<file path="config.mk">
export PLATFORM = sky130hd
export DESIGN_NAME = clock_setting_and_digit_display_flat
export DESIGN_NICKNAME = d
export VERILOG_FILES = /design/src/hw/rtl/clsd_pkg.sv /design/src/hw/rtl/clsd_if.sv /design/src/hw/rtl/clock_setting_and_digit_display.sv /design/src/hw/rtl/clsd_queue.sv /design/src/hw/rtl/clsd_front.sv /design/src/hw/rtl/clsd_back.sv /design/src/flat_wrapper.sv
export VERILOG_INCLUDE_DIRS = /design/src /design/src/hw/rtl
export SDC_FILE = /design/constraint.sdc
export NUM_CORES = 1
export LEC_CHECK = 0
export BUFFER_PORTS_ARGS = -buffer_cell sky130_fd_sc_hd__buf_2
export CAP_MARGIN = 5
export CORE_MARGIN = 2
export CORE_UTILIZATION = 60
export DETAILED_ROUTE_END_ITERATION = 8
export HOLD_SLACK_MARGIN = 0.15
export PLACE_DENSITY = 0.84
export SYNTH_ARGS = -nofsm -noshare
export SYNTH_HDL_FRONTEND = slang
export SYNTH_SLANG_ARGS = --single-unit
export TNS_END_PERCENT = 50
</file>
<file path="constraint.sdc">
create_clock -name clk -period 15.6 [get_ports clk]
set_input_delay 0.78 -clock clk [delete_from_list [all_inputs] [get_ports clk]]
set_output_delay 0.78 -clock clk [all_outputs]
set_load 0.02 [all_outputs]
</file>
<file path="src/hw/rtl/clock_setting_and_digit_display_assert.svh">
// assertion macros shared by the clock setting and digit display rtl
// no dependencies; the macros expand to nothing when SYNTH is defined
`ifndef CLOCK_SETTING_AND_DIGIT_DISPLAY_ASSERT_SVH
`define CLOCK_SETTING_AND_DIGIT_DISPLAY_ASSERT_SVH
`ifndef SYNTH
`define CLSD_ASSERT(name, c, r, prop) \
	name: assert property (@(posedge c) disable iff (!r) prop) \
		else $error("clsd assertion failed");
`define CLSD_ASSERT_IMPL(name, c, r, ante, cons) \
	name: assert property (@(posedge c) disable iff (!r) (ante) |-> (cons)) \
		else $error("clsd implication failed");
`define CLSD_ASSERT_NEXT(name, c, r, ante, cons) \
	name: assert property (@(posedge c) disable iff (!r) (ante) |=> (cons)) \
		else $error("clsd next-cycle check failed");
`else
`define CLSD_ASSERT(name, c, r, prop)
`define CLSD_ASSERT_IMPL(name, c, r, ante, cons)
`define CLSD_ASSERT_NEXT(name, c, r, ante, cons)
`endif
`endif

</file>
<file path="src/hw/rtl/clsd_pkg.sv">
// types, constants and functions of the clock setting and digit display block
// no dependencies
package clsd_pkg;

	localparam int VAL_W = 7;
	localparam int CODE_W = 5;
	localparam int QUEUE_DEPTH = 2;

	localparam logic [VAL_W-1:0] YEAR_WRAP_HIGH_RST = 7'd50;
	localparam logic [VAL_W-1:0] YEAR_WRAP_LOW_RST = 7'd18;

	localparam logic [VAL_W:0] HOUR_MAX = 8'd23;
	localparam logic [VAL_W:0] MINUTE_MAX = 8'd59;
	localparam logic [VAL_W:0] MONTH_MAX = 8'd12;
	localparam logic [VAL_W:0] DAYS_LONG = 8'd31;
	localparam logic [VAL_W:0] DAYS_SHORT = 8'd30;
	localparam logic [VAL_W:0] DAYS_FEB_LEAP = 8'd29;
	localparam logic [VAL_W:0] DAYS_FEB = 8'd28;
	localparam logic [VAL_W-1:0] MONTH_FEB = 7'd2;
	// the only year below 128 that is a multiple of four but not a leap year
	localparam logic [VAL_W-1:0] CENTURY_NON_LEAP = 7'd100;

	// adjust field codes
	localparam logic [1:0] ADJ_OFF = 2'd0;
	localparam logic [1:0] ADJ_FIRST = 2'd1;
	localparam logic [1:0] ADJ_SECOND = 2'd2;
	localparam logic [1:0] ADJ_THIRD = 2'd3;

	// register indexes
	localparam logic REG_YEAR_WRAP_HIGH = 1'b0;
	localparam logic REG_YEAR_WRAP_LOW = 1'b1;

	// digit positions
	localparam logic [2:0] POS_LAST = 3'd7;
	localparam logic [CODE_W-1:0] BLANK_CODE = 5'h10;
	// reciprocal of ten scaled by 2^11, exact for values below 128
	localparam logic [7:0] DIV10_MUL = 8'd205;

	typedef struct packed {
		logic date_view;
		logic rtc_write;
		logic [VAL_W-1:0] hour;
		logic [VAL_W-1:0] minute;
		logic [VAL_W-1:0] second;
		logic [VAL_W-1:0] year;
		logic [VAL_W-1:0] month;
		logic [VAL_W-1:0] day;
	} scan_rec_t;

	function automatic logic [7:0] seg_of(input logic [CODE_W-1:0] code);
		logic [7:0] s;
		case (code)
			5'd0: s = 8'h3F;
			5'd1: s = 8'h06;
			5'd2: s = 8'h5B;
			5'd3: s = 8'h4F;
			5'd4: s = 8'h66;
			5'd5: s = 8'h6D;
			5'd6: s = 8'h7D;
			5'd7: s = 8'h07;
			5'd8: s = 8'h7F;
			5'd9: s = 8'h6F;
			5'd10: s = 8'h77;
			5'd11: s = 8'h7C;
			5'd12: s = 8'h39;
			5'd13: s = 8'h5E;
			5'd14: s = 8'h79;
			5'd15: s = 8'h71;
			default: s = 8'h00;
		endcase
		return s;
	endfunction

endpackage

</file>
<file path="src/hw/rtl/clsd_if.sv">
// scan and digit channel interfaces of the clock setting and digit display block
// depends on clsd_pkg for the value width
interface clsd_scan_if;
	logic valid;
	logic ready;
	logic set_key_level;
	logic op_key_level;
	logic [clsd_pkg::VAL_W-1:0] cur_hour;
	logic [clsd_pkg::VAL_W-1:0] cur_minute;
	logic [clsd_pkg::VAL_W-1:0] cur_second;
	logic [clsd_pkg::VAL_W-1:0] cur_year;
	logic [clsd_pkg::VAL_W-1:0] cur_month;
	logic [clsd_pkg::VAL_W-1:0] cur_day;
	modport source (
		output valid, set_key_level, op_key_level,
		output cur_hour, cur_minute, cur_second, cur_year, cur_month, cur_day,
		input ready
	);
	modport sink (
		input valid, set_key_level, op_key_level,
		input cur_hour, cur_minute, cur_second, cur_year, cur_month, cur_day,
		output ready
	);
endinterface

interface clsd_digit_if;
	logic valid;
	logic ready;
	logic [7:0] digit_select;
	logic [7:0] segment_bits;
	logic last_digit;
	logic rtc_write;
	logic [clsd_pkg::VAL_W-1:0] new_hour;
	logic [clsd_pkg::VAL_W-1:0] new_minute;
	logic [clsd_pkg::VAL_W-1:0] new_second;
	logic [clsd_pkg::VAL_W-1:0] new_year;
	logic [clsd_pkg::VAL_W-1:0] new_month;
	logic [clsd_pkg::VAL_W-1:0] new_day;
	modport source (
		output valid, digit_select, segment_bits, last_digit, rtc_write,
		output new_hour, new_minute, new_second, new_year, new_month, new_day,
		input ready
	);
	modport sink (
		input valid, digit_select, segment_bits, last_digit, rtc_write,
		input new_hour, new_minute, new_second, new_year, new_month, new_day,
		output ready
	);
endinterface

</file>
<file path="src/hw/rtl/clock_setting_and_digit_display.sv">
// path: a scan transfer reaches the digit output through the queue, the record register and the output register
// throughput: eight digit transfers per scan, with no gap between queued scans when the sink
// takes a digit each cycle; the single digit output register sets that pace
// reset: arst_n clears key, view, mode and pending state and loads the year wrap
// registers with 50 and 18; no memory clearing pass, the block is ready at once
// top level: apb registers, scan front end, record queue and digit back end
module clock_setting_and_digit_display #(
	parameter int QUEUE_DEPTH = clsd_pkg::QUEUE_DEPTH
) (
	input  logic         clk,
	input  logic         arst_n,
	clsd_scan_if.sink    scan,
	clsd_digit_if.source digit,
	input  logic         psel,
	input  logic         penable,
	input  logic         pwrite,
	input  logic [2:0]   paddr,
	input  logic [31:0]  pwdata,
	output logic [31:0]  prdata,
	output logic         pready
);
	import clsd_pkg::*;

	// configuration registers
	logic [VAL_W-1:0] year_wrap_high_q;
	logic [VAL_W-1:0] year_wrap_low_q;
	logic reg_idx;
	logic wr_en;

	// front to queue and queue to back
	logic q_full, q_push, q_pop, q_valid;
	scan_rec_t q_push_rec, q_head;

	// register i sits at byte address 4*i, so bit two picks the register
	assign reg_idx = paddr[2];
	assign pready = 1'b1;
	// write lands in the access phase of the transfer
	assign wr_en = psel && penable && pwrite;

	always_ff @(posedge clk or negedge arst_n) begin
		if (!arst_n) begin
			year_wrap_high_q <= YEAR_WRAP_HIGH_RST;
			year_wrap_low_q <= YEAR_WRAP_LOW_RST;
		end else if (wr_en) begin
			case (reg_idx)
				REG_YEAR_WRAP_HIGH: year_wrap_high_q <= pwdata[VAL_W-1:0];
				REG_YEAR_WRAP_LOW: year_wrap_low_q <= pwdata[VAL_W-1:0];
				default: year_wrap_high_q <= year_wrap_high_q;
			endcase
		end
	end

	// read back, zero above the seven value bits
	always_comb begin
		case (reg_idx)
			REG_YEAR_WRAP_HIGH: prdata = {25'd0, year_wrap_high_q};
			REG_YEAR_WRAP_LOW: prdata = {25'd0, year_wrap_low_q};
			default: prdata = '0;
		endcase
	end

	// front end classifies keys and applies any increment in the cycle of the transfer
	clsd_front u_front (
		.clk            (clk),
		.arst_n         (arst_n),
		.scan           (scan),
		.year_wrap_high (year_wrap_high_q),
		.year_wrap_low  (year_wrap_low_q),
		.q_full         (q_full),
		.push           (q_push),
		.push_rec       (q_push_rec)
	);

	// queue lets the front take the next scan while digits are still going out
	clsd_queue #(
		.DEPTH (QUEUE_DEPTH)
	) u_queue (
		.clk       (clk),
		.arst_n    (arst_n),
		.push      (q_push),
		.push_rec  (q_push_rec),
		.full      (q_full),
		.pop       (q_pop),
		.not_empty (q_valid),
		.head      (q_head)
	);

	// back end emits eight digit transfers per record through its output register
	clsd_back u_back (
		.clk     (clk),
		.arst_n  (arst_n),
		.q_valid (q_valid),
		.q_head  (q_head),
		.pop     (q_pop),
		.digit   (digit)
	);
endmodule

</file>
<file path="src/hw/rtl/clsd_queue.sv">
// short record queue between the scan front end and the digit back end
// depends on clsd_pkg and the assertion macro header
`include "clock_setting_and_digit_display_assert.svh"
module clsd_queue #(
	parameter int DEPTH = clsd_pkg::QUEUE_DEPTH
) (
	input  logic                 clk,
	input  logic                 arst_n,
	input  logic                 push,
	input  clsd_pkg::scan_rec_t  push_rec,
	output logic                 full,
	input  logic                 pop,
	output logic                 not_empty,
	output clsd_pkg::scan_rec_t  head
);
	import clsd_pkg::*;

	localparam int PTR_W = (DEPTH > 1) ? $clog2(DEPTH) : 1;
	localparam int CNT_W = $clog2(DEPTH + 1);

	scan_rec_t mem_q [DEPTH];
	logic [PTR_W-1:0] wr_ptr_q;
	logic [PTR_W-1:0] rd_ptr_q;
	logic [CNT_W-1:0] count_q;

	assign full = (count_q == CNT_W'(DEPTH));
	assign not_empty = (count_q != '0);
	assign head = mem_q[rd_ptr_q];

	always_ff @(posedge clk) begin
		if (push) begin
			mem_q[wr_ptr_q] <= push_rec;
		end
	end

	always_ff @(posedge clk or negedge arst_n) begin
		if (!arst_n) begin
			wr_ptr_q <= '0;
			rd_ptr_q <= '0;
			count_q <= '0;
		end else begin
			if (push) begin
				wr_ptr_q <= (wr_ptr_q == PTR_W'(DEPTH - 1)) ? '0 : wr_ptr_q + 1'b1;
			end
			if (pop) begin
				rd_ptr_q <= (rd_ptr_q == PTR_W'(DEPTH - 1)) ? '0 : rd_ptr_q + 1'b1;
			end
			if (push && !pop) begin
				count_q <= count_q + 1'b1;
			end else if (pop && !push) begin
				count_q <= count_q - 1'b1;
			end
		end
	end

	`CLSD_ASSERT(a_queue_count_bound, clk, arst_n, count_q <= CNT_W'(DEPTH))
	`CLSD_ASSERT_IMPL(a_queue_no_overflow, clk, arst_n, push, !full)
	`CLSD_ASSERT_IMPL(a_queue_no_underflow, clk, arst_n, pop, not_empty)
endmodule

</file>
<file path="src/hw/rtl/clsd_front.sv">
// scan front end: key release detection, mode state and field increment
// depends on clsd_pkg, clsd_if and the assertion macro header
`include "clock_setting_and_digit_display_assert.svh"
module clsd_front (
	input  logic                         clk,
	input  logic                         arst_n,
	clsd_scan_if.sink                    scan,
	input  logic [clsd_pkg::VAL_W-1:0]   year_wrap_high,
	input  logic [clsd_pkg::VAL_W-1:0]   year_wrap_low,
	input  logic                         q_full,
	output logic                         push,
	output clsd_pkg::scan_rec_t          push_rec
);
	import clsd_pkg::*;

	logic op_held_q, set_held_q, date_view_q, pend_q;
	logic [1:0] adj_q;

	logic op_held_d, set_held_d, date_view_d, pend_d, apply;
	logic [1:0] adj_d;
	logic [VAL_W:0] inc_sum, day_lim;
	logic [VAL_W-1:0] inc_src, inc_res;
	logic leap;

	assign scan.ready = !q_full;
	assign push = scan.valid && !q_full;

	// key handling, operation key before setting key
	always_comb begin
		op_held_d = op_held_q;
		set_held_d = set_held_q;
		date_view_d = date_view_q;
		pend_d = pend_q;
		adj_d = adj_q;
		if (!scan.op_key_level && !op_held_q) begin
			op_held_d = 1'b1;
		end else if (scan.op_key_level && op_held_q) begin
			op_held_d = 1'b0;
			if (adj_q != ADJ_OFF) begin
				pend_d = 1'b1;
			end else begin
				date_view_d = !date_view_q;
			end
		end
		if (!scan.set_key_level && !set_held_q) begin
			set_held_d = 1'b1;
		end else if (scan.set_key_level && set_held_q) begin
			set_held_d = 1'b0;
			adj_d = adj_q + 2'd1;
		end
		apply = (adj_d != ADJ_OFF) && pend_d;
	end

	// day limit of the scanned month and year
	always_comb begin
		leap = (scan.cur_year[1:0] == 2'b00) && (scan.cur_year != CENTURY_NON_LEAP);
		if (scan.cur_month inside {7'd1, 7'd3, 7'd5, 7'd7, 7'd8, 7'd10, 7'd12}) begin
			day_lim = DAYS_LONG;
		end else if (scan.cur_month == MONTH_FEB) begin
			day_lim = leap ? DAYS_FEB_LEAP : DAYS_FEB;
		end else begin
			day_lim = DAYS_SHORT;
		end
	end

	// one shared incrementer, the field picks the source and the wrap rule
	always_comb begin
		case (adj_d)
			ADJ_FIRST: inc_src = date_view_d ? scan.cur_year : scan.cur_hour;
			ADJ_SECOND: inc_src = date_view_d ? scan.cur_month : scan.cur_minute;
			default: inc_src = date_view_d ? scan.cur_day : scan.cur_second;
		endcase
		inc_sum = {1'b0, inc_src} + 1'b1;
		case (adj_d)
			ADJ_FIRST: begin
				if (date_view_d) begin
					inc_res = (inc_sum > {1'b0, year_wrap_high}) ? year_wrap_low
						: inc_sum[VAL_W-1:0];
				end else begin
					inc_res = (inc_sum > HOUR_MAX) ? '0 : inc_sum[VAL_W-1:0];
				end
			end
			ADJ_SECOND: begin
				if (date_view_d) begin
					inc_res = (inc_sum > MONTH_MAX) ? '0 : inc_sum[VAL_W-1:0];
				end else begin
					inc_res = (inc_sum > MINUTE_MAX) ? '0 : inc_sum[VAL_W-1:0];
				end
			end
			default: begin
				if (date_view_d) begin
					inc_res = (inc_sum > day_lim) ? '0 : inc_sum[VAL_W-1:0];
				end else begin
					inc_res = (inc_sum > MINUTE_MAX) ? '0 : inc_sum[VAL_W-1:0];
				end
			end
		endcase
	end

	always_comb begin
		push_rec.date_view = date_view_d;
		push_rec.rtc_write = apply;
		push_rec.hour = scan.cur_hour;
		push_rec.minute = scan.cur_minute;
		push_rec.second = scan.cur_second;
		push_rec.year = scan.cur_year;
		push_rec.month = scan.cur_month;
		push_rec.day = scan.cur_day;
		if (apply) begin
			case (adj_d)
				ADJ_FIRST: begin
					if (date_view_d) begin
						push_rec.year = inc_res;
					end else begin
						push_rec.hour = inc_res;
					end
				end
				ADJ_SECOND: begin
					if (date_view_d) begin
						push_rec.month = inc_res;
					end else begin
						push_rec.minute = inc_res;
					end
				end
				ADJ_THIRD: begin
					if (date_view_d) begin
						push_rec.day = inc_res;
					end else begin
						push_rec.second = inc_res;
					end
				end
				default: begin
					push_rec.hour = scan.cur_hour;
				end
			endcase
		end
	end

	always_ff @(posedge clk or negedge arst_n) begin
		if (!arst_n) begin
			op_held_q <= 1'b0;
			set_held_q <= 1'b0;
			date_view_q <= 1'b0;
			adj_q <= ADJ_OFF;
			pend_q <= 1'b0;
		end else if (push) begin
			op_held_q <= op_held_d;
			set_held_q <= set_held_d;
			date_view_q <= date_view_d;
			adj_q <= adj_d;
			pend_q <= pend_d && !apply;
		end
	end

	`CLSD_ASSERT_IMPL(a_front_write_needs_mode, clk, arst_n, push && push_rec.rtc_write, adj_d != ADJ_OFF)
	`CLSD_ASSERT_NEXT(a_front_pending_cleared, clk, arst_n, push && push_rec.rtc_write, !pend_q)
endmodule

</file>
<file path="src/hw/rtl/clsd_back.sv">
// digit back end: walks one scan record over eight digit positions
// depends on clsd_pkg, clsd_if and the assertion macro header
`include "clock_setting_and_digit_display_assert.svh"
module clsd_back (
	input  logic                 clk,
	input  logic                 arst_n,
	input  logic                 q_valid,
	input  clsd_pkg::scan_rec_t  q_head,
	output logic                 pop,
	clsd_digit_if.source         digit
);
	import clsd_pkg::*;

	logic busy_q;
	logic [2:0] pos_q;
	scan_rec_t rec_q;

	logic out_valid_q;
	logic [7:0] sel_q, seg_q;
	logic last_q;
	scan_rec_t out_rec_q;

	logic advance, at_last;
	logic [VAL_W-1:0] val;
	logic [14:0] prod;
	logic [3:0] tens, units;
	logic [CODE_W-1:0] code;

	assign advance = busy_q && (!out_valid_q || digit.ready);
	assign at_last = (pos_q == POS_LAST);
	assign pop = q_valid && (!busy_q || (advance && at_last));

	// field for the digit pair, tens by reciprocal multiply
	always_comb begin
		case (pos_q)
			3'd0, 3'd1, 3'd2: val = rec_q.date_view ? rec_q.year : rec_q.hour;
			3'd3, 3'd4, 3'd5: val = rec_q.date_view ? rec_q.month : rec_q.minute;
			default: val = rec_q.date_view ? rec_q.day : rec_q.second;
		endcase
		prod = 15'(val) * 15'(DIV10_MUL);
		tens = prod[14:11];
		units = 4'(val - 7'({3'b000, tens} * 7'd10));
		case (pos_q)
			3'd0, 3'd3, 3'd6: code = {1'b0, tens};
			3'd1, 3'd4, 3'd7: code = {1'b0, units};
			default: code = BLANK_CODE;
		endcase
	end

	always_ff @(posedge clk or negedge arst_n) begin
		if (!arst_n) begin
			busy_q <= 1'b0;
			pos_q <= '0;
			out_valid_q <= 1'b0;
		end else begin
			if (pop) begin
				busy_q <= 1'b1;
			end else if (advance && at_last) begin
				busy_q <= 1'b0;
			end
			if (advance) begin
				pos_q <= pos_q + 3'd1;
				out_valid_q <= 1'b1;
			end else if (digit.ready) begin
				out_valid_q <= 1'b0;
			end
		end
	end

	always_ff @(posedge clk) begin
		if (pop) begin
			rec_q <= q_head;
		end
		if (advance) begin
			sel_q <= ~(8'd1 << pos_q);
			seg_q <= seg_of(code);
			last_q <= at_last;
			out_rec_q <= rec_q;
		end
	end

	assign digit.valid = out_valid_q;
	assign digit.digit_select = sel_q;
	assign digit.segment_bits = seg_q;
	assign digit.last_digit = last_q;
	assign digit.rtc_write = out_rec_q.rtc_write;
	assign digit.new_hour = out_rec_q.hour;
	assign digit.new_minute = out_rec_q.minute;
	assign digit.new_second = out_rec_q.second;
	assign digit.new_year = out_rec_q.year;
	assign digit.new_month = out_rec_q.month;
	assign digit.new_day = out_rec_q.day;

	`CLSD_ASSERT_IMPL(a_back_one_select, clk, arst_n, out_valid_q, $onehot(~sel_q))
	`CLSD_ASSERT_IMPL(a_back_last_position, clk, arst_n, out_valid_q && last_q, sel_q == 8'h7F)
	`CLSD_ASSERT_IMPL(a_back_pop_at_end, clk, arst_n, pop && busy_q, at_last && advance)
endmodule
</file>
<file path="src/flat_wrapper.sv">
// flat-port wrapper written by rule: the top's interface ports become plain ports
module clock_setting_and_digit_display_flat import clsd_pkg::*;
#(
	parameter int QUEUE_DEPTH = clsd_pkg::QUEUE_DEPTH
)
  (clk, arst_n, psel, penable, pwrite, paddr, pwdata, prdata, pready, scan_valid, scan_set_key_level, scan_op_key_level, scan_cur_hour, scan_cur_minute, scan_cur_second, scan_cur_year, scan_cur_month, scan_cur_day, scan_ready, digit_valid, digit_digit_select, digit_segment_bits, digit_last_digit, digit_rtc_write, digit_new_hour, digit_new_minute, digit_new_second, digit_new_year, digit_new_month, digit_new_day, digit_ready);
  clsd_scan_if scan_i ();
  clsd_digit_if digit_i ();
  input  logic clk;
  input  logic arst_n;
  input  logic psel;
  input  logic penable;
  input  logic pwrite;
  input  logic [2:0] paddr;
  input  logic [31:0] pwdata;
  output logic [31:0] prdata;
  output logic pready;
  input wire logic [$bits(scan_i.valid)-1:0] scan_valid;
  input wire logic [$bits(scan_i.set_key_level)-1:0] scan_set_key_level;
  input wire logic [$bits(scan_i.op_key_level)-1:0] scan_op_key_level;
  input wire logic [$bits(scan_i.cur_hour)-1:0] scan_cur_hour;
  input wire logic [$bits(scan_i.cur_minute)-1:0] scan_cur_minute;
  input wire logic [$bits(scan_i.cur_second)-1:0] scan_cur_second;
  input wire logic [$bits(scan_i.cur_year)-1:0] scan_cur_year;
  input wire logic [$bits(scan_i.cur_month)-1:0] scan_cur_month;
  input wire logic [$bits(scan_i.cur_day)-1:0] scan_cur_day;
  output wire logic [$bits(scan_i.ready)-1:0] scan_ready;
  output wire logic [$bits(digit_i.valid)-1:0] digit_valid;
  output wire logic [$bits(digit_i.digit_select)-1:0] digit_digit_select;
  output wire logic [$bits(digit_i.segment_bits)-1:0] digit_segment_bits;
  output wire logic [$bits(digit_i.last_digit)-1:0] digit_last_digit;
  output wire logic [$bits(digit_i.rtc_write)-1:0] digit_rtc_write;
  output wire logic [$bits(digit_i.new_hour)-1:0] digit_new_hour;
  output wire logic [$bits(digit_i.new_minute)-1:0] digit_new_minute;
  output wire logic [$bits(digit_i.new_second)-1:0] digit_new_second;
  output wire logic [$bits(digit_i.new_year)-1:0] digit_new_year;
  output wire logic [$bits(digit_i.new_month)-1:0] digit_new_month;
  output wire logic [$bits(digit_i.new_day)-1:0] digit_new_day;
  input wire logic [$bits(digit_i.ready)-1:0] digit_ready;
  assign scan_i.valid = scan_valid;
  assign scan_i.set_key_level = scan_set_key_level;
  assign scan_i.op_key_level = scan_op_key_level;
  assign scan_i.cur_hour = scan_cur_hour;
  assign scan_i.cur_minute = scan_cur_minute;
  assign scan_i.cur_second = scan_cur_second;
  assign scan_i.cur_year = scan_cur_year;
  assign scan_i.cur_month = scan_cur_month;
  assign scan_i.cur_day = scan_cur_day;
  assign scan_ready = scan_i.ready;
  assign digit_valid = digit_i.valid;
  assign digit_digit_select = digit_i.digit_select;
  assign digit_segment_bits = digit_i.segment_bits;
  assign digit_last_digit = digit_i.last_digit;
  assign digit_rtc_write = digit_i.rtc_write;
  assign digit_new_hour = digit_i.new_hour;
  assign digit_new_minute = digit_i.new_minute;
  assign digit_new_second = digit_i.new_second;
  assign digit_new_year = digit_i.new_year;
  assign digit_new_month = digit_i.new_month;
  assign digit_new_day = digit_i.new_day;
  assign digit_i.ready = digit_ready;
  clock_setting_and_digit_display #(.QUEUE_DEPTH(QUEUE_DEPTH)) u_core (.clk(clk), .arst_n(arst_n), .scan(scan_i), .digit(digit_i), .psel(psel), .penable(penable), .pwrite(pwrite), .paddr(paddr), .pwdata(pwdata), .prdata(prdata), .pready(pready));
endmodule
</file>
## Yosys cells after proc, flatten, opt, wreduce, memory -nomap -nowiden

Memory sizes are Yosys's and may differ from the RTL's. A register that Yosys moved wholly into a read port is not among the register bits.
Cells that the tools add are included.

- Register bits after elaboration: 89
- Bits in writable memories: 88
- Memory bits (read-only): 112
- Input bits: 86
- Output and inout port bits: 95
- Word-level logic and storage cells: 167
- Memories: 2

- Add/sub/neg operators: 8
- $mul: 2
- Order comparisons: 5
- Eq/ne operators: 20
- Shifts and indexed selects: 1
- Muxes and demuxes: 57
- Bitwise gates (word level): 2
- Reduce and logical (&&, ||, !) cells: 47

Memories:

| memory | words | bits a word | rd ports | clocked after memory_dff | write ports | RTL line | text |
|---|---|---|---|---|---|---|---|
| (name not given) | 16 | 7 | 1 | 1 | 0 | clsd_pkg.sv:52 | `case (code)` |
| u_core.u_queue.mem_q | 2 | 44 | 1 | 1 | 1 | clsd_queue.sv:21 | `scan_rec_t mem_q [DEPTH];` |

Operators with widths:

| operator | number |
|---|---|
| $mux 7 | 26 |
| $pmux 32 s2 | 1 |
| $mux 42 | 1 |
| $pmux 7 s2 | 3 |
| $eq 7x4->1 const B | 3 |
| $mux 1 | 19 |
| $reduce_bool 2->1 | 8 |
| $logic_and 1x1->1 | 15 |
| $mul 7x8->15 const B | 1 |
| $eq 7x2->1 const B | 2 |
| $eq 7x3->1 const B | 2 |
| $eq 3x3->1 const B | 4 |
| $mux 2 | 6 |
| $reduce_or 3->1 | 4 |
| $logic_not 1->1 | 11 |
| $pmux 5 s2 | 1 |
| $add 7x1->8 const B | 1 |
| $gt 8x4->1 const B | 1 |
| $gt 8x5->1 const B | 1 |
| $gt 8x6->1 const B | 1 |
| $gt 8x7->1 | 1 |
| $gt 8x8->1 | 1 |
| $not 8->8 | 1 |
| $reduce_and 2->1 | 4 |
| 18 further kinds | 24 |

## Longest topological paths before layout

Gate-level depths: netlist of the first run.

- Depth in word-level cells: 14
- Gate-level depth with buffers: 32
- Depth with buffers taken out: 30

## By module

A second synthesis of the first run with hierarchy kept.

- Cells, all modules: 934
- Area, all modules: 12,149.2 µm²

Modules (own cells, without submodules):

| module | instances | cells each | area each (µm²) | seq. area each (µm²) |
|---|---|---|---|---|
| clsd_back | 1 | 357 | 5,168.7 | 3,218.1 |
| clsd_queue | 1 | 153 | 3,564.7 | 2,742.6 |
| clsd_front | 1 | 358 | 2,572.5 | 150.1 |
| clock_setting_and_digit_display | 1 | 66 | 843.3 | 356.6 |

## Worst setup path before layout of the first run

No wires, ideal clock.

- Path type: register to register
- From: register u_core.u_back.pos_q[0]
- To: register u_core.u_back.seg_q[5] (netlist: u_core.u_back.digit.segment_bits[5]) (data pin)
- Setup time: 258 ps
- Arrival time: 6,426 ps
- Required time: 15,342 ps
- Path slack: 8,916 ps
- Stages on the path, launching flop included: 30
- Path buffers: 2
- Period minus slack after synthesis: 6,684 ps
- Cells stage by stage: dfrtp_1 > inv_1 > ha_1 > or3b_1 > and2_1 > buf_2 > a22o_1 > a211oi_1 > a31oi_1 > ha_1 > inv_1 > fa_1 > inv_1 > ha_1 > inv_1 > fa_1 > inv_1 > ha_1 > a21oi_1 > o211ai_1 > o311ai_2 > nor2_1 > fa_1 > xor2_1 > xnor3_1 > xor2_1 > o22ai_2 > buf_6 > mux2i_1 > o221a_1

- Cells in the longest elaborated chain, start to end: 7
- Elaborated cells on any way between the ends: 17
- Those cells by class: add/sub: 1; mul: 2; eq/ne: 7; mux: 2; reduce/logical: 5

RTL lines:

| item | RTL line | text |
|---|---|---|
| from (decl) | clsd_back.sv:15 | `logic [2:0] pos_q;` |
| from (signal assigned) | clsd_back.sv:62 | `pos_q <= pos_q + 3'd1;` |
| $eq 3x3->1 (tied with other cells) | clsd_back.sv:35, clsd_back.sv:43 |  |
| $reduce_or 3->1 | clsd_back.sv:35 | `case (pos_q)` |
| $pmux 7 s2 | clsd_back.sv:35 |  |
| $mul 7x8->15 | clsd_back.sv:40 | `prod = 15'(val) * 15'(DIV10_MUL);` |
| $mul 4x3->3 | clsd_back.sv:42 | `units = 4'(val - 7'({3'b000, tens} * 7'd10));` |
| $sub 4x4->4 | clsd_back.sv:42 |  |
| $pmux 5 s2 * | clsd_back.sv:43 | `case (pos_q)` |
| to (decl) | clsd_back.sv:19 | `logic [7:0] sel_q, seg_q;` |

Every way passes the cells marked *; elsewhere a longest branch is shown, timed or not.
A chain may end at the register's enable or synchronous reset.

## Worst setup path after layout of the first run

- From: register u_core.u_back.pos_q[0]
- To: register u_core.u_back.seg_q[1] (netlist: u_core.u_back.digit.segment_bits[1]) (data pin)

Same word-level chain as after synthesis.

==> results of run 1 <==
-- final timing paths --
check / startpoint / endpoint / cells after the start
setup / recovery: u_core.u_back.pos_q[0]$_DFFE_PN0P_ / u_core.u_back.digit.segment_bits[1]$_SDFFCE_PP0P_ / 30
hold / removal: arst_n / u_core.year_wrap_low_q[0]$_DFFE_PN0P_ / 1
setup reg to reg: u_core.u_back.pos_q[0]$_DFFE_PN0P_ / u_core.u_back.digit.segment_bits[1]$_SDFFCE_PP0P_ / 30
hold reg to reg: u_core.u_back.rec_q[42]$_DFFE_PP_ / u_core.u_back.digit.rtc_write$_DFFE_PP_ / 0
max in group asynchronous: arst_n / u_core.u_back.busy_q$_DFFE_PN0P_ / 1
min in group clk: u_core.u_back.rec_q[42]$_DFFE_PP_ / u_core.u_back.digit.rtc_write$_DFFE_PP_ / 0
-- per-layer routing --
| metal | vias up | global-route usage [%] |
|---|---|---|
| met4 | 0 | 8.442 |
| met1 | 3617 | 32.73 |
| met3 | 58 | 4.326 |
| li1 | 3485 | - |
| met2 | 332 | 39.84 |
| met5 | - | 0 |
-- cell families after synthesis --
kind of cell               count (synthesis)  synth area share [%]
buffers and inverters                    121                 4.923
muxes                                    109                 10.58
DFF                                      220                 55.68
adders and majority gates                 78                 8.984
AOI/OAI and AO/OA                        144                 9.674
other                                      2               0.06466
xor gates and xnor gates                  23                 2.014
and+or+nand+nor                          197                 8.079
-- Yosys cell counts, drive strengths merged (3+ instances only) --
cell type and number:
nand2b 11, a31oi 4, nor4 4, xnor2 14, a221oi 3, a21boi 3
a221o 7, mux2i 21, o211ai 3, mux2 87, ha 69, and3 9
edfxtp 191, a21oi 29, or2 5, a211oi 8, nand2 63, o21a 4
o22ai 5, buf 39, fa 9, dfrtp 24, nor2 49, nand4 6
dfstp 5, inv 66, o21ai 27, nor3 13, nand3 14, nor2b 3
a22o 3, o22a 9, xor2 8, a22oi 10, nor3b 3, clkbuf 15
o31ai 11, and2 7, or3b 3, a21o 5
-- state kept, by name, summed over array words and instances (netlist names), 3 cells and up --
name / flops
u_core.u_back.digit.new_second: 7
u_core.u_queue.mem_q: 88
u_core.u_back.digit.digit_select: 8
u_core.u_back.digit.new_minute: 7
u_core.u_back.digit.new_month: 7
u_core.u_back.digit.new_year: 7
u_core.u_back.digit.new_hour: 7
u_core.u_back.rec_q: 44
u_core.year_wrap_high_q: 7
u_core.u_back.digit.segment_bits: 7
u_core.u_back.pos_q: 3
u_core.year_wrap_low_q: 7
u_core.u_back.digit.new_day: 7
-- per-stage QoR --
step | hold slack, ns | utilization [%] | worst slack [ns] | instance area, um^2
floorplan | 0.4003 | - | 8.916 | 11710
global placement | 0.4090 | 65.89 | 8.022 | 12410
detailed placement | 0.4105 | 65.89 | 7.941 | 12410
CTS | 0.3309 | 70.12 | 7.821 | 13200
global route | 0.3480 | 70.12 | 7.277 | 13200
finish | 0.2950 | 70.13 | 7.781 | 13210
-- worst max-delay path, delay by kind of cell, from the launching register on --
family                   cells  cell delay, ns
AO/OA/AOI/OAI                7            2.06
XOR/XNOR                     3            0.56
adder cells (fa/ha/maj)      7            2.43
buffers and inverters        6            0.43
flip-flops                   1            0.44
AND/OR/NAND/NOR              7            1.62
-- final cells by class --
cell class,instances,area share [%]
sequential,220,48.97
antenna,1,0.01895
clock buffer,30,4.718
multi-input combinational,578,35.47
inverter,67,1.923
tap,260,2.463
clock inverter,13,1.317
timing repair buffer,132,5.116
==> impl_results.md, run 1 <==
- Vias in the first global route: roughly 7300
- Clock latency at the later pin of the worst-skew pair: around 0.52 ns
- HPWL Detailed: roughly 18 mm
- # DRC: 0
- Pin count of the biggest net entering global routing: 53
- GP Congestion: around 0.96
- Critical path's slowest cell: fa_1
- Area Growth Syn to Fin: 13.70%
- Slew headroom: 35.37%
- Most frequent cells in the layout: edfxtp_1, buf_2, mux2_2
- Die area: 0.02049 mm^2
- Routed wl met2: 11.70 mm
- Area share of the largest cell type after synthesis: between 40 and 50%
- Flops & latches, synth: 220
- TritonRoute pass-1 iters: 6
- Endpoints failing setup: 0
- Fin cells: approximately 1300
- Starting Density: about 60%
- Reg clk slew, reported paths: around 0.060 ns
- Sequential area share after synthesis: a little under three fifths
- Top post-synthesis cells by area: edfxtp_1, mux2_2, ha_1
- Die W: approximately 140 um
- Fin crit share: 50.12%
- Core Footprint: ~0.019 mm^2
- Drt first-iter violations: 712
- RSZ-0062 raised after global routing: no
- Hold buffers post-CTS: 0
- Ports: about 180
- Clk buf depth: 3
- Syn Inst Count: 894
- GRT Overall Usage: approximately 24%
- Mapped Avg Cell Area: ~13 um^2
- Synth cell types: 84
- Post-synth EDFFs: between 150 and 200
- Resize count post-CTS: 0
- Most common cell after layout, fill and taps aside: edfxtp_1
- Req. time, crit path: 15.86 ns
- CP Launch Type: flop
- Post-CTS Setup Bufs: 0
- Antenna violations before repair: 0
- Final hold violation count: 0
- Ys async rst share: around an eighth
- Drt total wl: 24.47 mm
- Fraction of layout cells with a size suffix above 1: 27.40%
- WP data arrival: 8.08 ns
- Cells after DPL: ~1300
- Worst reg-to-reg setup slack: 7.78 ns
- First-pass GRT wire length: around 38 mm
- Slew Limit Fails: 0
- Status: finished, final reports clean
- Root Driver: clkbuf_16
- Vias/cell: around 5.8
- Most used cell, CP: inv_1
- Total negative slack: 0 ns
- Largest area contributor in the netlist: edfxtp_1
- Fillers: approximately 1300
- Global route overflow: 0
- Max_cap viols: 0
- Chip height: between 100 and 150 um
- Synth Cell Area: between 0.01 and 0.015 mm^2
- Primary FF master, synth: edfxtp_1
- Num CTS Buffers: 24
- Period minus WS final: slightly below 8 ns
- Antenna viol nets, final: 0
- Nets: between 1000 and 1500
- Setup Skew: 0.007837 ns
- Worst Setup End Kind: flop
- Port bufs: between 100 and 150
- M1 wire length: 10.15 mm
- WS Path Type: flop to flop
- Fmax: between 0.1 and 0.15 GHz
- Seq. cell area: 0.006467 mm^2
- CP peak stage delay: about 0.54 ns
- Critical-path maximum fanout: 14
- Routed WL per cell: around 19 um
- Rows: 50
- Via Count: 7492
- Synth warn: 0
- CTS tree: built
- Uppermost layer routed: met4
- Worst Hold Class: primary input to asynchronous set/reset pin
- CTS sink cnt: 220
- Least-Margin Pin Slew: ~0.97 ns
- Multi-input gate area in the final layout: 0.004684 mm^2
- Met3 routed WL: around 1.8 mm
- H-tree Lvls: 1
Power of run 1 is not shown: default switching activity piles up to over one toggle a cycle in this logic, so the estimate is an artifact.
==> run 2, diff against run 1 <==
--- a/config.mk
+++ b/config.mk
@@ -9,10 +9,10 @@
 export BUFFER_PORTS_ARGS = -buffer_cell sky130_fd_sc_hd__buf_2
 export CAP_MARGIN = 5
 export CORE_MARGIN = 2
-export CORE_UTILIZATION = 60
+export CORE_UTILIZATION = 57
 export DETAILED_ROUTE_END_ITERATION = 8
 export HOLD_SLACK_MARGIN = 0.15
-export PLACE_DENSITY = 0.84
+export PLACE_DENSITY = 0.8
 export SYNTH_ARGS = -nofsm -noshare
 export SYNTH_HDL_FRONTEND = slang
 export SYNTH_SLANG_ARGS = --single-unit
==> constraint.sdc (replaced) <==
create_clock -name clk -period 7.4 [get_ports clk]
set_input_delay 0.37 -clock clk [delete_from_list [all_inputs] [get_ports clk]]
set_output_delay 0.37 -clock clk [all_outputs]
set_load 0.02 [all_outputs]
==> impl_results.md, run 2 (synthesized netlist as in run 1, its figures left out) <==
- Status: finished, final reports clean
- Fin crit share: 96.43%
- H-tree Lvls: 1
- Period minus WS final: a little over 7 ns
- Antenna viol nets, final: 0
- Critical path's slowest cell: fa_1
- End of the worst hold path: u_core.u_back.digit.valid$_DFFE_PN0P_
- Slew Limit Fails: 0
- HPWL Detailed: between 15 and 20 mm
- Worst Setup End Kind: flop
- # DRC: 0
- Most used cell, CP: inv_1
- Num CTS Buffers: 24
- Critical R2R Capture: u_core.u_back.digit.segment_bits[5]$_SDFFCE_PP0P_
- Setup Skew: around 0.012 ns
- Port bufs: about 130
- Drt total wl: about 24 mm
- R2r startpoint: u_core.u_back.pos_q[1]$_DFFE_PN0P_
- Reg2Reg Depth: 29
- Chip height: ~150 um
- Largest register FFs: just under 90
- Routed WL per cell: ~18 um
- Endpoints failing setup: 0
- Rows: 52
- Multi-input gate area in the final layout: between 0.004 and 0.005 mm^2
- Global route overflow: 0
- Die W: 146.8 um
- Worst Min Path Start: digit_ready
- CTS tree: built
- Clk buf depth: 3
- Slew headroom: approximately 23%
- Vias/cell: approximately 5.6
- Fillers: 1432
- Via Count: 7441
- Pin count of the biggest net entering global routing: 50
- Fin cells: around 1300
- Least-Margin Pin Slew: 1.148 ns
- Diode count: 0
- Root Driver: clkbuf_16
- Vias in the first global route: slightly above 7000
- Worst Hold Class: primary input to flop
- GP Congestion: 1.006
- Req. time, crit path: 7.66 ns
- Final hold violation count: 0
- Ports: approximately 180
- Reg clk slew, reported paths: approximately 0.060 ns
- Area Growth Syn to Fin: 15.47%
- Setup WS pre-CTS: -0.003161 ns
- Clock latency at the later pin of the worst-skew pair: slightly above 0.5 ns
- Fmax: 0.1401 GHz
- Starting Density: between 50% and 60%
- WS Path Type: flop to flop
- CP Launch Type: flop
- First-pass GRT wire length: about 37 mm
- Worst hold path stage count: 3
- Antenna violations before repair: 0
- GRT Overall Usage: between 20% and 30%
- Max_cap viols: 0
- CTS sink cnt: 220
- Largest register by flop count: u_core.u_queue.mem_q
- Core Footprint: around 0.02 mm^2
- Nets: 1206
- Post-Route Utilization: 66.71%
- Total negative slack: 0 ns
- TritonRoute pass-1 iters: 5
- Most common cell after layout, fill and taps aside: edfxtp_1
- Worst reg-to-reg setup slack: about 0.26 ns
- CP peak stage delay: about 0.53 ns
- Cells after DPL: approximately 1300
- Drt first-iter violations: ~480
- Final worst slack: 0.2643 ns
- Seq. cell area: approximately 0.0065 mm^2
- Most frequent cells in the layout: edfxtp_1, buf_2, mux2_2
- Critical-path maximum fanout: 6
- Fraction of layout cells with a size suffix above 1: between 20% and 30%
- WP data arrival: 7.40 ns
- Die area: around 0.022 mm^2
## run 2: cell count changes in the layout (fill, tap and decap cells not counted), sizes merged
cell,previous run,this run
clkinvlp,0,4
inv,66,68
o22ai,5,6
diode,1,0
clkbuf,30,25
dlygate4sd3,0,8
clkinv,10,12
bufinv,4,1
buf,132,142
## run 2: what timing repair did
| item | in CTS | in global routing |
|---|---|---|
| cloned | 0 | 1 |
| endpoints found under the setup margin | 1 | 7 |
| hold buffers | 8 | 0 |
| buffers inserted | 0 | 4 |
| endpoints found under the hold margin | 38 | 0 |
| pin swaps | 0 | 6 |
| resized for setup | 1 | 12 |
## run 2: routing by layer
layer | wire, um | global-route usage [%] | vias up | share of wire, %
met4 | 847 | 7.767 | 0 | 3.5
met5 | 0 | 0 | - | 0
met1 | 10050 | 29.56 | 3530 | 42
met3 | 1778 | 3.727 | 61 | 7.4
met2 | 11400 | 37.11 | 309 | 47
li1 | - | - | 3541 | -
## run 2: how the worst max path moves through the flow
| stage | start | to | slack, ns | cells past startpoint |
|---|---|---|---|---|
| final | u_core.u_back.pos_q[1]$_DFFE_PN0P_ | u_core.u_back.digit.segment_bits[5]$_SDFFCE_PP0P_ | 0.26 | 29 |
| after global routing | u_core.u_back.pos_q[0]$_DFFE_PN0P_ | u_core.u_back.digit.segment_bits[5]$_SDFFCE_PP0P_ | -0.04 | 29 |
| after CTS | u_core.u_back.pos_q[0]$_DFFE_PN0P_ | u_core.u_back.digit.segment_bits[5]$_SDFFCE_PP0P_ | 0.05 | 29 |
| after detailed placement | u_core.u_back.pos_q[0]$_DFFE_PN0P_ | u_core.u_back.digit.segment_bits[6]$_SDFFCE_PP0P_ | -0.003 | 29 |
| after global placement | u_core.u_back.pos_q[0]$_DFFE_PN0P_ | u_core.u_back.digit.segment_bits[6]$_SDFFCE_PP0P_ | 0.18 | 27 |
| after floorplan | u_core.u_back.pos_q[0]$_DFFE_PN0P_ | u_core.u_back.digit.segment_bits[5]$_SDFFCE_PP0P_ | 0.72 | 29 |
## run 2: metrics by stage
stage	hold WS [ns]	instance area, um^2
final	0.1677	13410
after global routing	0.1674	13410
after CTS	0.1544	13310
after floorplan	0.07441	11710
after global placement	0.4080	12460
after detailed placement	0.4071	12460
## run 2: cell type report
| type | count | area share (%) |
|---|---|---|
| Sequential cell | 220 | 48.23 |
| Multi-Input combinational cell | 579 | 35.49 |
| Timing Repair Buffer | 150 | 6.195 |
| Clock buffer | 25 | 4.665 |
| Tap cell | 270 | 2.519 |
| Inverter | 67 | 1.894 |
| Clock inverter | 18 | 1.008 |
## run 2: critical path: cells and delay by family (launching register included)
family,cells,cell delay [ns]
adders and majority gates,7,2.41
AOI/OAI and AO/OA,9,1.66
and+or+nand+nor,4,1.21
xor gates and xnor gates,3,0.71
buffers and inverters,6,0.49
DFF,1,0.38
Power of run 2 is left out for the same reason.
